**config.mk**
```make
export PLATFORM = sky130hd
export DESIGN_NAME = onewire_rom_search_top
export DESIGN_NICKNAME = d
export VERILOG_FILES = /design/src/rtl/ows_pkg.sv /design/src/rtl/ows_core.sv /design/src/rtl/ows_out_buffer.sv /design/src/rtl/onewire_rom_search_top.sv
export SDC_FILE = /design/constraint.sdc
export NUM_CORES = 1
export LEC_CHECK = 0
export ABC_AREA = 1
export BUFFER_PORTS_ARGS = -buffer_cell sky130_fd_sc_hd__buf_4
export CORE_MARGIN = 2
export CORE_UTILIZATION = 50
export DETAILED_ROUTE_END_ITERATION = 10
export PLACE_DENSITY = 0.68
export RECOVER_POWER = 100
export SLEW_MARGIN = 5
export SYNTH_ARGS = -nofsm -noshare
export SYNTH_HDL_FRONTEND = slang
export SYNTH_SLANG_ARGS = --single-unit
export TNS_END_PERCENT = 10
```
**constraint.sdc**
```tcl
create_clock -name aclk -period 7.73 [get_ports aclk]
set_clock_uncertainty 0.15 [all_clocks]
set_input_delay 1.1595 -clock aclk [delete_from_list [all_inputs] [get_ports aclk]]
set_output_delay 1.1595 -clock aclk [all_outputs]
set_load 0.03 [all_outputs]
```
**src/rtl/ows_pkg.sv**
```systemverilog
// ----------------------------------------------------------------------------
// ows_pkg
// Shared types and constants for the 1-Wire Search ROM decision engine.
// ----------------------------------------------------------------------------
package ows_pkg;

    localparam int unsigned ROM_BITS = 64;

    // request modes
    localparam logic [1:0] MODE_START   = 2'd0;
    localparam logic [1:0] MODE_TRIPLET = 2'd1;

    // error codes
    localparam logic [2:0] ERR_NONE      = 3'd0;
    localparam logic [2:0] ERR_NO_DEVICE = 3'd1;
    localparam logic [2:0] ERR_CRC       = 3'd2;
    localparam logic [2:0] ERR_BUS       = 3'd3;
    localparam logic [2:0] ERR_IDLE      = 3'd4;

    // Dallas CRC-8, reflected polynomial
    localparam logic [7:0] CRC_POLY = 8'h8C;
    // CRC covers bytes 0..6, i.e. bits 1..56
    localparam logic [6:0] CRC_LAST_BIT = 7'd56;
    localparam logic [6:0] LAST_BIT     = 7'd64;
    localparam logic [2:0] DEV_SAT      = 3'd7;

    typedef struct packed {
        logic [1:0] mode;
        logic       first_bit;
        logic       second_bit;
        logic       taken_direction;
    } ows_req_t;

    typedef struct packed {
        logic        next_direction;
        logic [6:0]  next_bit_number;
        logic [63:0] rom_value;
        logic        rom_valid;
        logic [1:0]  device_number;
        logic        search_done;
        logic [2:0]  error_code;
    } ows_res_t;

endpackage

```
**src/rtl/ows_core.sv**
```systemverilog
// ----------------------------------------------------------------------------
// ows_core
// Search state registers and the combinational decision logic per request.
// ----------------------------------------------------------------------------
module ows_core import ows_pkg::*; #(
    parameter int MAX_DEVICES = 4
) (
    input  logic     aclk,
    input  logic     aresetn,
    input  logic     step_en,
    input  ows_req_t req,
    output ows_res_t res
);

    localparam logic [6:0] MAX_LIMIT = 7'(MAX_DEVICES);

    logic [6:0]  bit_counter_reg, bit_counter_next;
    logic [6:0]  last_disc_reg, last_disc_next;
    logic [6:0]  new_disc_reg, new_disc_next;
    logic [63:0] rom_shift_reg, rom_shift_next;
    logic [63:0] prev_rom_reg, prev_rom_next;
    logic [7:0]  crc_reg, crc_next;
    logic [2:0]  dev_found_reg, dev_found_next;
    logic        active_reg, active_next;

    always_comb begin
        logic [6:0]  n;
        logic [5:0]  idx;
        logic [5:0]  didx;
        logic [63:0] rom_set;
        logic [7:0]  crc_step;
        logic        crc_mix;

        bit_counter_next = bit_counter_reg;
        last_disc_next   = last_disc_reg;
        new_disc_next    = new_disc_reg;
        rom_shift_next   = rom_shift_reg;
        prev_rom_next    = prev_rom_reg;
        crc_next         = crc_reg;
        dev_found_next   = dev_found_reg;
        active_next      = active_reg;

        res.rom_value     = '0;
        res.rom_valid     = 1'b0;
        res.device_number = '0;
        res.error_code    = ERR_NONE;

        // triplet datapath
        n = ((bit_counter_reg == 7'd0) || (bit_counter_reg > LAST_BIT)) ? 7'd1
                                                                        : bit_counter_reg;
        idx      = 6'(n - 7'd1);
        rom_set  = rom_shift_reg | (64'(req.taken_direction) << idx);
        crc_mix  = crc_reg[0] ^ req.taken_direction;
        crc_step = {1'b0, crc_reg[7:1]} ^ (crc_mix ? CRC_POLY : 8'h00);

        unique case (req.mode)
            MODE_START: begin
                last_disc_next   = '0;
                prev_rom_next    = '0;
                dev_found_next   = '0;
                active_next      = 1'b1;
                bit_counter_next = 7'd1;
                new_disc_next    = '0;
                rom_shift_next   = '0;
                crc_next         = '0;
            end
            MODE_TRIPLET: begin
                if (!active_reg) begin
                    res.error_code = ERR_IDLE;
                end else if (req.first_bit && req.second_bit) begin
                    res.error_code   = ERR_NO_DEVICE;
                    active_next      = 1'b0;
                    bit_counter_next = 7'd1;
                end else begin
                    if (!req.first_bit && !req.second_bit && !req.taken_direction) begin
                        new_disc_next = n;
                    end
                    rom_shift_next = rom_set;
                    if (n <= CRC_LAST_BIT) begin
                        crc_next = crc_step;
                    end
                    if (n < LAST_BIT) begin
                        bit_counter_next = n + 7'd1;
                    end else if (rom_set[63:56] != crc_reg) begin
                        res.error_code   = ERR_CRC;
                        active_next      = 1'b0;
                        bit_counter_next = 7'd1;
                    end else begin
                        res.rom_value     = rom_set;
                        res.rom_valid     = 1'b1;
                        res.device_number = dev_found_reg[1:0];
                        if (dev_found_reg < DEV_SAT) begin
                            dev_found_next = dev_found_reg + 3'd1;
                        end
                        prev_rom_next    = rom_set;
                        last_disc_next   = new_disc_next;
                        bit_counter_next = 7'd1;
                        new_disc_next    = '0;
                        rom_shift_next   = '0;
                        crc_next         = '0;
                        if ((last_disc_next == 7'd0) ||
                            ({4'd0, dev_found_next} >= MAX_LIMIT)) begin
                            active_next = 1'b0;
                        end
                    end
                end
            end
            default: begin
                res.error_code   = ERR_BUS;
                active_next      = 1'b0;
                bit_counter_next = 7'd1;
            end
        endcase

        // branch direction for the bit the next triplet addresses
        didx = 6'(bit_counter_next - 7'd1);
        if (!active_next) begin
            res.next_direction = 1'b0;
        end else if (bit_counter_next < last_disc_next) begin
            res.next_direction = prev_rom_next[didx];
        end else begin
            res.next_direction = (bit_counter_next == last_disc_next);
        end
        res.next_bit_number = active_next ? bit_counter_next : 7'd1;
        res.search_done     = !active_next;
    end

    always_ff @(posedge aclk) begin
        if (!aresetn) begin
            bit_counter_reg <= 7'd1;
            last_disc_reg   <= '0;
            new_disc_reg    <= '0;
            rom_shift_reg   <= '0;
            prev_rom_reg    <= '0;
            crc_reg         <= '0;
            dev_found_reg   <= '0;
            active_reg      <= 1'b0;
        end else if (step_en) begin
            bit_counter_reg <= bit_counter_next;
            last_disc_reg   <= last_disc_next;
            new_disc_reg    <= new_disc_next;
            rom_shift_reg   <= rom_shift_next;
            prev_rom_reg    <= prev_rom_next;
            crc_reg         <= crc_next;
            dev_found_reg   <= dev_found_next;
            active_reg      <= active_next;
        end
    end

endmodule

```
**src/rtl/ows_out_buffer.sv**
```systemverilog
// ----------------------------------------------------------------------------
// ows_out_buffer
// Two-entry result buffer: output register plus skid register.
// ----------------------------------------------------------------------------
module ows_out_buffer import ows_pkg::*; (
    input  logic     aclk,
    input  logic     aresetn,
    input  logic     push,
    input  ows_res_t push_data,
    output logic     push_ready,
    output logic     m_valid,
    input  logic     m_ready,
    output ows_res_t m_data
);

    logic     out_valid_reg, out_valid_next;
    logic     skid_valid_reg, skid_valid_next;
    ows_res_t out_data_reg, out_data_next;
    ows_res_t skid_data_reg, skid_data_next;
    logic     pop;

    assign pop        = out_valid_reg && m_ready;
    assign push_ready = !skid_valid_reg;
    assign m_valid    = out_valid_reg;
    assign m_data     = out_data_reg;

    always_comb begin
        out_valid_next  = out_valid_reg;
        out_data_next   = out_data_reg;
        skid_valid_next = skid_valid_reg;
        skid_data_next  = skid_data_reg;
        priority if (!out_valid_reg || pop) begin
            if (skid_valid_reg) begin
                out_valid_next  = 1'b1;
                out_data_next   = skid_data_reg;
                skid_valid_next = 1'b0;
            end else begin
                out_valid_next = push;
                out_data_next  = push_data;
            end
        end else if (push) begin
            skid_valid_next = 1'b1;
            skid_data_next  = push_data;
        end
    end

    always_ff @(posedge aclk) begin
        if (!aresetn) begin
            out_valid_reg  <= 1'b0;
            skid_valid_reg <= 1'b0;
        end else begin
            out_valid_reg  <= out_valid_next;
            skid_valid_reg <= skid_valid_next;
        end
        out_data_reg  <= out_data_next;
        skid_data_reg <= skid_data_next;
    end

endmodule

```
**src/rtl/onewire_rom_search_top.sv**
```systemverilog
// ----------------------------------------------------------------------------
// onewire_rom_search_top
// 1-Wire Search ROM decision engine: per triplet result, the branch direction
// for the next bit; after bit 64 the CRC-checked ROM with its device number.
// ----------------------------------------------------------------------------
//
//  channel  ports           direction  moves
//  -------  --------------  ---------  ----------------------------------------
//  s_       s_valid/ready   in         request: mode, triplet bits, direction
//  m_       m_valid/ready   out        one result per request
//
//  The request sits in the input register, then the decision logic writes
//  the search state and the output register, where m_valid rises.
//  One request per cycle is sustained while m_ready stays high.
//  With m_ready low the skid register takes one more result; s_ready drops
//  only when both output slots and the input register are full.
//  aresetn is synchronous, active low; after reset the engine is idle.
//
module onewire_rom_search_top import ows_pkg::*; #(
    parameter int MAX_DEVICES = 4
) (
    input  logic        aclk,
    input  logic        aresetn,

    input  logic        s_valid,
    output logic        s_ready,
    input  logic [1:0]  s_mode,
    input  logic        s_first_bit,
    input  logic        s_second_bit,
    input  logic        s_taken_direction,

    output logic        m_valid,
    input  logic        m_ready,
    output logic        m_next_direction,
    output logic [6:0]  m_next_bit_number,
    output logic [63:0] m_rom_value,
    output logic        m_rom_valid,
    output logic [1:0]  m_device_number,
    output logic        m_search_done,
    output logic [2:0]  m_error_code
);

    // input register
    logic     in_valid_reg;
    ows_req_t req_reg;
    logic     buf_ready;
    logic     advance;
    ows_res_t core_res;
    ows_res_t m_data;

    // a request moves into the core when the output side has a free slot
    assign advance = in_valid_reg && buf_ready;
    assign s_ready = !in_valid_reg || advance;

    always_ff @(posedge aclk) begin
        if (!aresetn) begin
            in_valid_reg <= 1'b0;
        end else if (s_valid && s_ready) begin
            in_valid_reg <= 1'b1;
        end else if (advance) begin
            in_valid_reg <= 1'b0;
        end
        if (s_valid && s_ready) begin
            req_reg.mode            <= s_mode;
            req_reg.first_bit       <= s_first_bit;
            req_reg.second_bit      <= s_second_bit;
            req_reg.taken_direction <= s_taken_direction;
        end
    end

    // search state and decision logic; state commits on advance
    ows_core #(
        .MAX_DEVICES (MAX_DEVICES)
    ) u_core (
        .aclk    (aclk),
        .aresetn (aresetn),
        .step_en (advance),
        .req     (req_reg),
        .res     (core_res)
    );

    // output register + skid slot
    ows_out_buffer u_out (
        .aclk       (aclk),
        .aresetn    (aresetn),
        .push       (advance),
        .push_data  (core_res),
        .push_ready (buf_ready),
        .m_valid    (m_valid),
        .m_ready    (m_ready),
        .m_data     (m_data)
    );

    assign m_next_direction  = m_data.next_direction;
    assign m_next_bit_number = m_data.next_bit_number;
    assign m_rom_value       = m_data.rom_value;
    assign m_rom_valid       = m_data.rom_valid;
    assign m_device_number   = m_data.device_number;
    assign m_search_done     = m_data.search_done;
    assign m_error_code      = m_data.error_code;

    // a presented ROM never carries an error
    a_rom_no_error: assert property (@(posedge aclk) disable iff (!aresetn)
        (m_valid && m_rom_valid) |-> (m_error_code == ERR_NONE))
        else $error("ROM presented with error code");

    // when the walk is over no triplet follows
    a_done_idle_fields: assert property (@(posedge aclk) disable iff (!aresetn)
        (m_valid && m_search_done) |-> (m_next_bit_number == 7'd1 && !m_next_direction))
        else $error("idle result with live triplet fields");

    // during a walk the next bit lies in 1..64
    a_bit_range: assert property (@(posedge aclk) disable iff (!aresetn)
        (m_valid && !m_search_done) |->
        (m_next_bit_number != 7'd0 && m_next_bit_number <= LAST_BIT))
        else $error("next bit number out of range");

    // ROM and device number are zero unless a ROM is presented
    a_rom_zero: assert property (@(posedge aclk) disable iff (!aresetn)
        (m_valid && !m_rom_valid) |-> (m_rom_value == 64'd0 && m_device_number == 2'd0))
        else $error("stale ROM fields");

endmodule
```
==> metrics.log, run 1 <==
[metrics] outcome: finished with violations
[metrics] violations in the final reports: max-capacitance violations, max-slew violations
[metrics] H-tree depth reported by CTS: 2
[metrics] Detail Route Antenna Nets: 0
[metrics] worst setup path class: reg -> reg
[metrics] cells on worst reg2reg path: 30
[metrics] DRT Pass-1 Iters: 5
[metrics] Syn Nets: 1812
[metrics] post-synth top area share: 0.322
[metrics] floorplan row count: 63
[metrics] clock tree from TritonCTS: done
[metrics] top-level I/O count: 90
[metrics] All-Layer GR Usage: 0.254
[metrics] clock network fraction of total power: 0.433
[metrics] Crit Reg-Reg Startpoint: u_core.bit_counter_reg[6]
[metrics] count of non-filler cells in the finished layout: 2248
[metrics] startpoint type of the worst setup path: flip-flop
[metrics] cell taking the most area after synthesis: sky130_fd_sc_hd__edfxtp_1
[metrics] number of warnings reported in the yosys synthesis log: 0
[metrics] commonest cells after routing, fill and taps aside: sky130_fd_sc_hd__nand2_1, sky130_fd_sc_hd__inv_1, sky130_fd_sc_hd__nand3_1, sky130_fd_sc_hd__dfxtp_1, sky130_fd_sc_hd__edfxtp_1
[metrics] Worst R2R Setup Slack: 1.22 ns
[metrics] Slowest-stage cell, CP: sky130_fd_sc_hd__xor2_2
[metrics] proportion of synthesized chip area in sequential cells: 0.539
[metrics] setup repair after global routing missed its margin: no
[metrics] largest vdd supply drop: 0.123 mV
[metrics] Hold Path Class: reg -> reg
[metrics] pre-CTS WS: 1.55 ns
[metrics] DIE WIDTH: 178 um
[metrics] Final Hold Violating Endpoints: 0
[metrics] ranking of synthesized cells by area: sky130_fd_sc_hd__edfxtp_1, sky130_fd_sc_hd__dfxtp_1, sky130_fd_sc_hd__nand2_1, sky130_fd_sc_hd__inv_1, sky130_fd_sc_hd__nand3_1
[metrics] core region area: 0.0298 mm^2
[metrics] total number of clock tree sinks: 327
[metrics] P_int: 0.00294 W
[metrics] drt drc: 0
[metrics] ratio of final minimum period to clock period: 0.843
[metrics] DRC violation total after the first TritonRoute iteration: 1407
[metrics] clock tree root driver cell: sky130_fd_sc_hd__clkbuf_16
[metrics] share of final-layout standard cells stronger than drive strength 1: 0.0624
[metrics] # resized after CTS: 0
[metrics] number of hold buffers added after cts: 0
[metrics] vertical die dimension: 178 um
[metrics] switching fraction of total power: 0.245
[metrics] CTS clock-pin slew for the worst setup and hold paths: 0.06 ns
[metrics] Worst Hold Path Cells: 2
[metrics] GP Congestion: 0.952
[metrics] number of enable-type register cells in the synthesized netlist: 163
[metrics] setup repair bufs after CTS: 0
[metrics] async set or reset register ratio after synthesis: 0
[metrics] initial antenna violation count: 0
[metrics] count of state elements after synthesis: 327
[metrics] Clk Latency, worst-skew pair: 0.52 ns
[metrics] Longest Clk Path Bufs: 3
[metrics] Post-Syn Area per Cell: 8.48 um^2
[metrics] setup slack after layout: 1.22 ns
[metrics] maximum number of pins on one net before global-route repair: 98
[metrics] total grt overflow: 0
[metrics] highest clock frequency the design can meet: 154 MHz
[metrics] # nets final: 1851
[metrics] synthesized cell area: 0.0152 mm^2
[metrics] proportion of power drawn by flip-flops and latches: 0.482
[metrics] number of clock buffers inserted by TritonCTS: 37
[metrics] most prevalent standard cell on the critical path: sky130_fd_sc_hd__nand2_1
[metrics] PwrDens: 232 mW/mm^2
[metrics] total via count after detailed routing: 12386
[metrics] maximum fanout along the worst path: 48
[metrics] Min Clock Period, post-route: 6.51 ns
[metrics] floorplan die area: 0.0318 mm^2
[metrics] diode count: 0
[metrics] Area growth syn-to-layout: 10.5%
[metrics] total negative slack for setup checks: 0 ns
[metrics] count of unique library cells instantiated by Yosys: 44
[metrics] Post-Synthesis Cells: 1791
[metrics] global-route wire length before repair: 62900 um
[metrics] aggregate routed wire length: 40000 um
[metrics] Slew Limit Headroom: -1.02
[metrics] commonest register cell after synthesis: sky130_fd_sc_hd__dfxtp_1
[metrics] endpoint required time on the critical path: 7.97 ns
[metrics] initial standard-cell utilization of the core: 0.510
[metrics] number of global-route vias before repair: 11270
[metrics] nature of the critical path endpoint: flip-flop
[metrics] Combinational Power Share: 0.085
[metrics] cell total after placement: 2181
[metrics] terminating pin of the worst hold path: u_core.new_disc_reg[1]
[metrics] Worst R2R End: u_out.m_data[78]
[metrics] number of buffers added on ports: 89
[metrics] most common cell after layout, fill and taps aside: sky130_fd_sc_hd__nand2_1
[metrics] utilization after layout: 0.563
[metrics] slew at the pin closest to its max-slew limit: 3.03 ns
[metrics] P_leak: 7.34 nW
[metrics] routed vias/inst: 5.51
[metrics] placed wire-length estimate: 26700 um
[metrics] Max stage delay on crit path: 0.95 ns
[metrics] crit path DAT: 6.76 ns
[metrics] number of max-capacitance violations reported: 3
[metrics] wire per inst: 17.8 um
[metrics] fin. max-slew vios: 140
[metrics] worst min-delay path startpoint: u_core.new_disc_reg[1]
[metrics] final setup violation count: 0
[metrics] sw power: 0.000957 W
worst max-delay path, delay by kind of cell, from the launching register on:
kind                       cells  cell delay (ns)
xor gates and xnor gates       1             0.95
adders and majority gates      1             0.21
buffers and inverters          4             0.98
DFF                            1             0.38
and+or+nand+nor               24             3.65
synth_stat cells (all sizes together) (6+ instances only):
cell       n
buf       26
nand3    169
edfxtp   163
a211oi     7
nor4       7
o22ai      6
xor2       7
nand4     12
clkbuf    81
ha        12
o21ai     99
nand2    426
inv      232
o211ai    89
dfxtp    164
a21oi     53
a31o      21
a2111oi   18
nor2     156
nor3       7
a21o      20
per-layer routing:
layer	GRT usage	share of wire	vias to the layer above
li1	-	-	6070
met1	0.378	0.46	5792
met2	0.382	0.44	454
met3	0.0379	0.072	70
met4	0.0749	0.027	0
met5	0	0	-
cell families (layout without fill, tap and decap cells):
family / Yosys count / after routing / synth area share
AO/OA/AOI/OAI: 321 / 321 / 0.137
XOR/XNOR: 8 / 8 / 0.00511
adder cells (fa/ha/maj): 12 / 12 / 0.00989
buffers and inverters: 341 / 408 / 0.0905
AND/OR/NAND/NOR: 782 / 782 / 0.219
flip-flops: 327 / 327 / 0.539
worst max path at each step:
stage,cells past startpoint,slack [ns],start,to
final,30,1.22,u_core.bit_counter_reg[6],u_out.m_data[78]
after global routing,30,0.59,u_core.bit_counter_reg[6],u_out.m_data[78]
after CTS,32,1.56,u_core.bit_counter_reg[0],u_out.m_data[78]
after detailed placement,32,1.55,u_core.bit_counter_reg[1],u_out.m_data[78]
after global placement,31,1.64,u_core.bit_counter_reg[3],u_out.m_data[78]
after floorplan,3,1.17,m_ready,u_out.skid_data_reg[0]
area by class of cell:
class	count	area [um^2]
fill	2761	13000
sequential	327	8180
multi-input combinational	1123	5580
clock buffer	58	1090
inverter	234	881
tap	390	488
timing repair buffer	107	477
clock inverter	9	85.1
stage by stage:
step,hold WS (ns),total power (W),cell area [um^2]
2_1_floorplan,0.291,0.00216,15200
3_3_place_gp,0.298,0.00226,16000
3_5_place_dp,0.302,0.00226,16000
4_1_cts,0.311,0.00393,17200
5_1_grt,0.331,0.00403,16800
6_report,0.312,0.00390,16800
power groups by stage:
stage          clock (W)  sequential (W)  combinational, W
6_report         0.00169         0.00188          0.000332
5_1_grt          0.00178         0.00188          0.000364
4_1_cts          0.00171         0.00188          0.000348
3_5_place_dp           0         0.00192          0.000347
3_3_place_gp           0         0.00191          0.000345
2_1_floorplan          0         0.00195          0.000213
Power figures use the tool's default switching activity.
==> inputs of run 2 (changes only) <==
Settings changed: ABC_AREA 1 to 0, PLACE_DENSITY 0.68 to 0.7.
Clock period 7.73 ns to 5.4 ns, I/O delays scaled along.
==> run 2 against run 1 <==
  * The run ends with max-capacitance violations, max-slew violations, negative setup slack left
  * Synthesized area is 4.2% lower
  * Synthesized cell count is 23% lower
  * Non-clock buffer count is 66 higher
  * First-iteration DRC count is 22% lower
  * Total power is 37% higher
  * Setup slack worse by 1.4 ns
  * Clock-buffer cell count is 10 lower
  * Combinational power is 30% higher
  * Via count is 8.9% lower
  * Hold slack better by 0.0033 ns
  * Global-route usage is 0.073 points higher
  * Critical endpoint unchanged
==> metrics.log, run 2 <==
[metrics] endpoint required time on the critical path: 5.51 ns
[metrics] cell total after placement: 1826
[metrics] floorplan row count: 62
[metrics] DIE WIDTH: 175 um
[metrics] Post-Syn Area per Cell: 10.5 um^2
[metrics] proportion of power drawn by flip-flops and latches: 0.495
[metrics] outcome: finished with violations
[metrics] P_int: 0.00406 W
[metrics] crit path DAT: 5.67 ns
[metrics] Final Hold Slack: 0.316 ns
[metrics] setup repair after global routing missed its margin: yes
[metrics] Syn Nets: 1404
[metrics] drt drc: 0
[metrics] violations in the final reports: max-capacitance violations, max-slew violations, negative setup slack
[metrics] Detail Route Antenna Nets: 0
[metrics] global-route wire length before repair: 61200 um
[metrics] ratio of final minimum period to clock period: 1.03
[metrics] Clk Latency, worst-skew pair: 0.52 ns
[metrics] Worst R2R Setup Slack: -0.16 ns
[metrics] post-synth top area share: 0.337
[metrics] number of max-capacitance violations reported: 5
[metrics] Worst Hold Path Cells: 2
[metrics] initial antenna violation count: 0
[metrics] share of final-layout standard cells stronger than drive strength 1: 0.152
[metrics] count of unique library cells instantiated by Yosys: 74
[metrics] top cells by count, synth: sky130_fd_sc_hd__nor2_1, sky130_fd_sc_hd__dfxtp_1, sky130_fd_sc_hd__edfxtp_1
[metrics] commonest register cell after synthesis: sky130_fd_sc_hd__dfxtp_1
[metrics] number of buffers added on ports: 89
[metrics] worst setup path class: reg -> reg
[metrics] Area growth syn-to-layout: 16.8%
[metrics] final setup violation count: 2
[metrics] top-level I/O count: 90
[metrics] synthesized cell area: 0.0145 mm^2
[metrics] total via count after detailed routing: 11282
[metrics] total number of clock tree sinks: 327
[metrics] proportion of synthesized chip area in sequential cells: 0.562
[metrics] diode count: 0
[metrics] worst path buffer plus inverter count: 3
[metrics] commonest cells after routing, fill and taps aside: sky130_fd_sc_hd__nor2_1, sky130_fd_sc_hd__dfxtp_1, sky130_fd_sc_hd__edfxtp_1, sky130_fd_sc_hd__a21oi_1, sky130_fd_sc_hd__nand2_1
[metrics] aggregate routed wire length: 39000 um
[metrics] Min Clock Period, post-route: 5.56 ns
[metrics] highest clock frequency the design can meet: 180 MHz
[metrics] clock tree root driver cell: sky130_fd_sc_hd__clkbuf_16
[metrics] PwrDens: 315 mW/mm^2
[metrics] setup slack after layout: -0.157 ns
[metrics] largest vdd supply drop: 0.245 mV
[metrics] Combinational Power Share: 0.081
[metrics] Fillers: 2450
[metrics] total grt overflow: 0
[metrics] floorplan die area: 0.0305 mm^2
[metrics] fin. max-slew vios: 282
[metrics] number of global-route vias before repair: 10579
[metrics] All-Layer GR Usage: 0.254
[metrics] GP Congestion: 0.923
[metrics] clock tree from TritonCTS: done
[metrics] core region area: 0.0287 mm^2
[metrics] Slew Limit Headroom: -1.53
[metrics] number of warnings reported in the yosys synthesis log: 0
[metrics] Longest Clk Path Bufs: 3
[metrics] dominant cell by count in the synthesized netlist: sky130_fd_sc_hd__nor2_1
[metrics] number of enable-type register cells in the synthesized netlist: 163
[metrics] H-tree depth reported by CTS: 2
[metrics] async set or reset register ratio after synthesis: 0
[metrics] cell taking the most area after synthesis: sky130_fd_sc_hd__edfxtp_1
[metrics] sw power: 0.00128 W
[metrics] maximum number of pins on one net before global-route repair: 94
[metrics] count of cell instances traversed by the critical path: 29
[metrics] Hold Path Class: reg -> reg
[metrics] slew at the pin closest to its max-slew limit: 3.79 ns
[metrics] Slowest-stage cell, CP: sky130_fd_sc_hd__or4_4
[metrics] most prevalent standard cell on the critical path: sky130_fd_sc_hd__o21a_1
[metrics] cells on worst reg2reg path: 29
[metrics] switching fraction of total power: 0.240
[metrics] placed wire-length estimate: 25600 um
[metrics] vertical die dimension: 175 um
[metrics] CTS clock-pin slew for the worst setup and hold paths: 0.06 ns
[metrics] DRT Pass-1 Iters: 8
[metrics] count of non-filler cells in the finished layout: 1904
[metrics] category of cells accounting for the largest share of critical-path delay: compound AO/OA/AOI/OAI gates
[metrics] Max stage delay on crit path: 0.55 ns
[metrics] number of clock buffers inserted by TritonCTS: 35
[metrics] P_leak: 5.99 nW
[metrics] maximum fanout along the worst path: 5
[metrics] Final Hold Violating Endpoints: 0
[metrics] count of state elements after synthesis: 327
[metrics] initial standard-cell utilization of the core: 0.507
[metrics] ranking of synthesized cells by area: sky130_fd_sc_hd__edfxtp_1, sky130_fd_sc_hd__dfxtp_1, sky130_fd_sc_hd__a21oi_1, sky130_fd_sc_hd__nor2_1, sky130_fd_sc_hd__a22oi_1
[metrics] clock network fraction of total power: 0.424
[metrics] DRC violation total after the first TritonRoute iteration: 1093
[metrics] wire per inst: 20.5 um
[metrics] # nets final: 1515
[metrics] nature of the critical path endpoint: flip-flop
[metrics] routed vias/inst: 5.93
[metrics] Post-Synthesis Cells: 1383
[metrics] startpoint type of the worst setup path: flip-flop
run 2: cell count changes in the layout (fill, tap and decap cells not counted), moves of 21 or more:
cell / previous run / this run
sky130_fd_sc_hd__buf_4: 13 / 78
sky130_fd_sc_hd__a21oi_1: 53 / 137
sky130_fd_sc_hd__nor2b_1: 0 / 79
sky130_fd_sc_hd__nand3_1: 167 / 12
sky130_fd_sc_hd__a31o_2: 21 / 0
sky130_fd_sc_hd__o31ai_1: 0 / 56
sky130_fd_sc_hd__o211ai_1: 89 / 5
sky130_fd_sc_hd__inv_1: 228 / 8
sky130_fd_sc_hd__mux2_2: 0 / 29
sky130_fd_sc_hd__nand2_1: 424 / 118
sky130_fd_sc_hd__a22oi_1: 0 / 75
sky130_fd_sc_hd__o21ai_0: 97 / 20
run 2: power groups by stage:
stage / Clock, W / Sequential (W) / Combinational [W]
finish: 0.00226 / 0.00265 / 0.000433
global route: 0.00239 / 0.00265 / 0.000459
CTS: 0.00228 / 0.00264 / 0.000439
detailed placement: 0 / 0.00270 / 0.000424
global placement: 0 / 0.00270 / 0.000422
floorplan: 0 / 0.00275 / 0.000222
run 2: timing repair:
action                     4_1_cts  5_1_grt
gates cloned                     1        0
setup endpoints to repair        2        2
pin swaps                       12       12
hold buffers                     0        0
setup buffers                   10        4
gates resized for setup         19       11
hold endpoints to repair         0        0
run 2: tightest hold or removal path: stages (launching register included):
cell and delay [ns]:
sky130_fd_sc_hd__dfxtp_1 0.31, sky130_fd_sc_hd__nand2_1 0.05, sky130_fd_sc_hd__a21boi_1 0.05
run 2: final timing paths:
path / end / from
min: u_core.last_disc_reg[0] / u_core.last_disc_reg[0]
max: u_out.m_data[78] / u_core.bit_counter_reg[1]
max reg2reg: u_out.m_data[78] / u_core.bit_counter_reg[1]
min reg2reg: u_core.last_disc_reg[0] / u_core.last_disc_reg[0]
run 2: cell type report:
| class | count | area [um^2] | area share |
|---|---|---|---|
| Tap cell | 384 | 480 | 0.0283 |
| Inverter | 13 | 48.8 | 0.00287 |
| Timing Repair Buffer | 173 | 1000 | 0.0592 |
| Sequential cell | 327 | 8180 | 0.482 |
| Clock buffer | 48 | 956 | 0.0563 |
| Clock inverter | 15 | 116 | 0.00685 |
| Multi-Input combinational cell | 944 | 6190 | 0.365 |
run 2: per-stage QoR:
stage	setup TNS [ns]	worst slack [ns]	total power [W]	util	area, um^2
final	-0.281	-0.157	0.00534	0.592	17000
after global routing	-0.798	-0.411	0.00549	0.592	17000
after CTS	-0.190	-0.110	0.00537	0.600	17200
after detailed placement	-0.436	-0.240	0.00312	0.556	16000
after global placement	-0.160	-0.0942	0.00312	0.556	16000
after floorplan	-1.19	-0.610	0.00297	-	14700
run 2: kinds of logic (layout without fill, tap and decap cells):
logic type      Yosys count  count (layout)  synth area share
xor+xnor                 23              23            0.0139
mux                      50              50            0.0395
simple gates            471             471             0.164
flops                   327             327             0.562
compound gates          388             388             0.179
fa+ha+maj                12              12            0.0103
buf+inv                 112             249            0.0311
run 2: layer usage:
layer  wire length (um)  part of all wire  GRT usage
met4               1160             0.030     0.0861
met1              17300              0.44      0.362
met2              17600              0.45      0.398
met5                  0                 0          0
met3               2900             0.074     0.0405
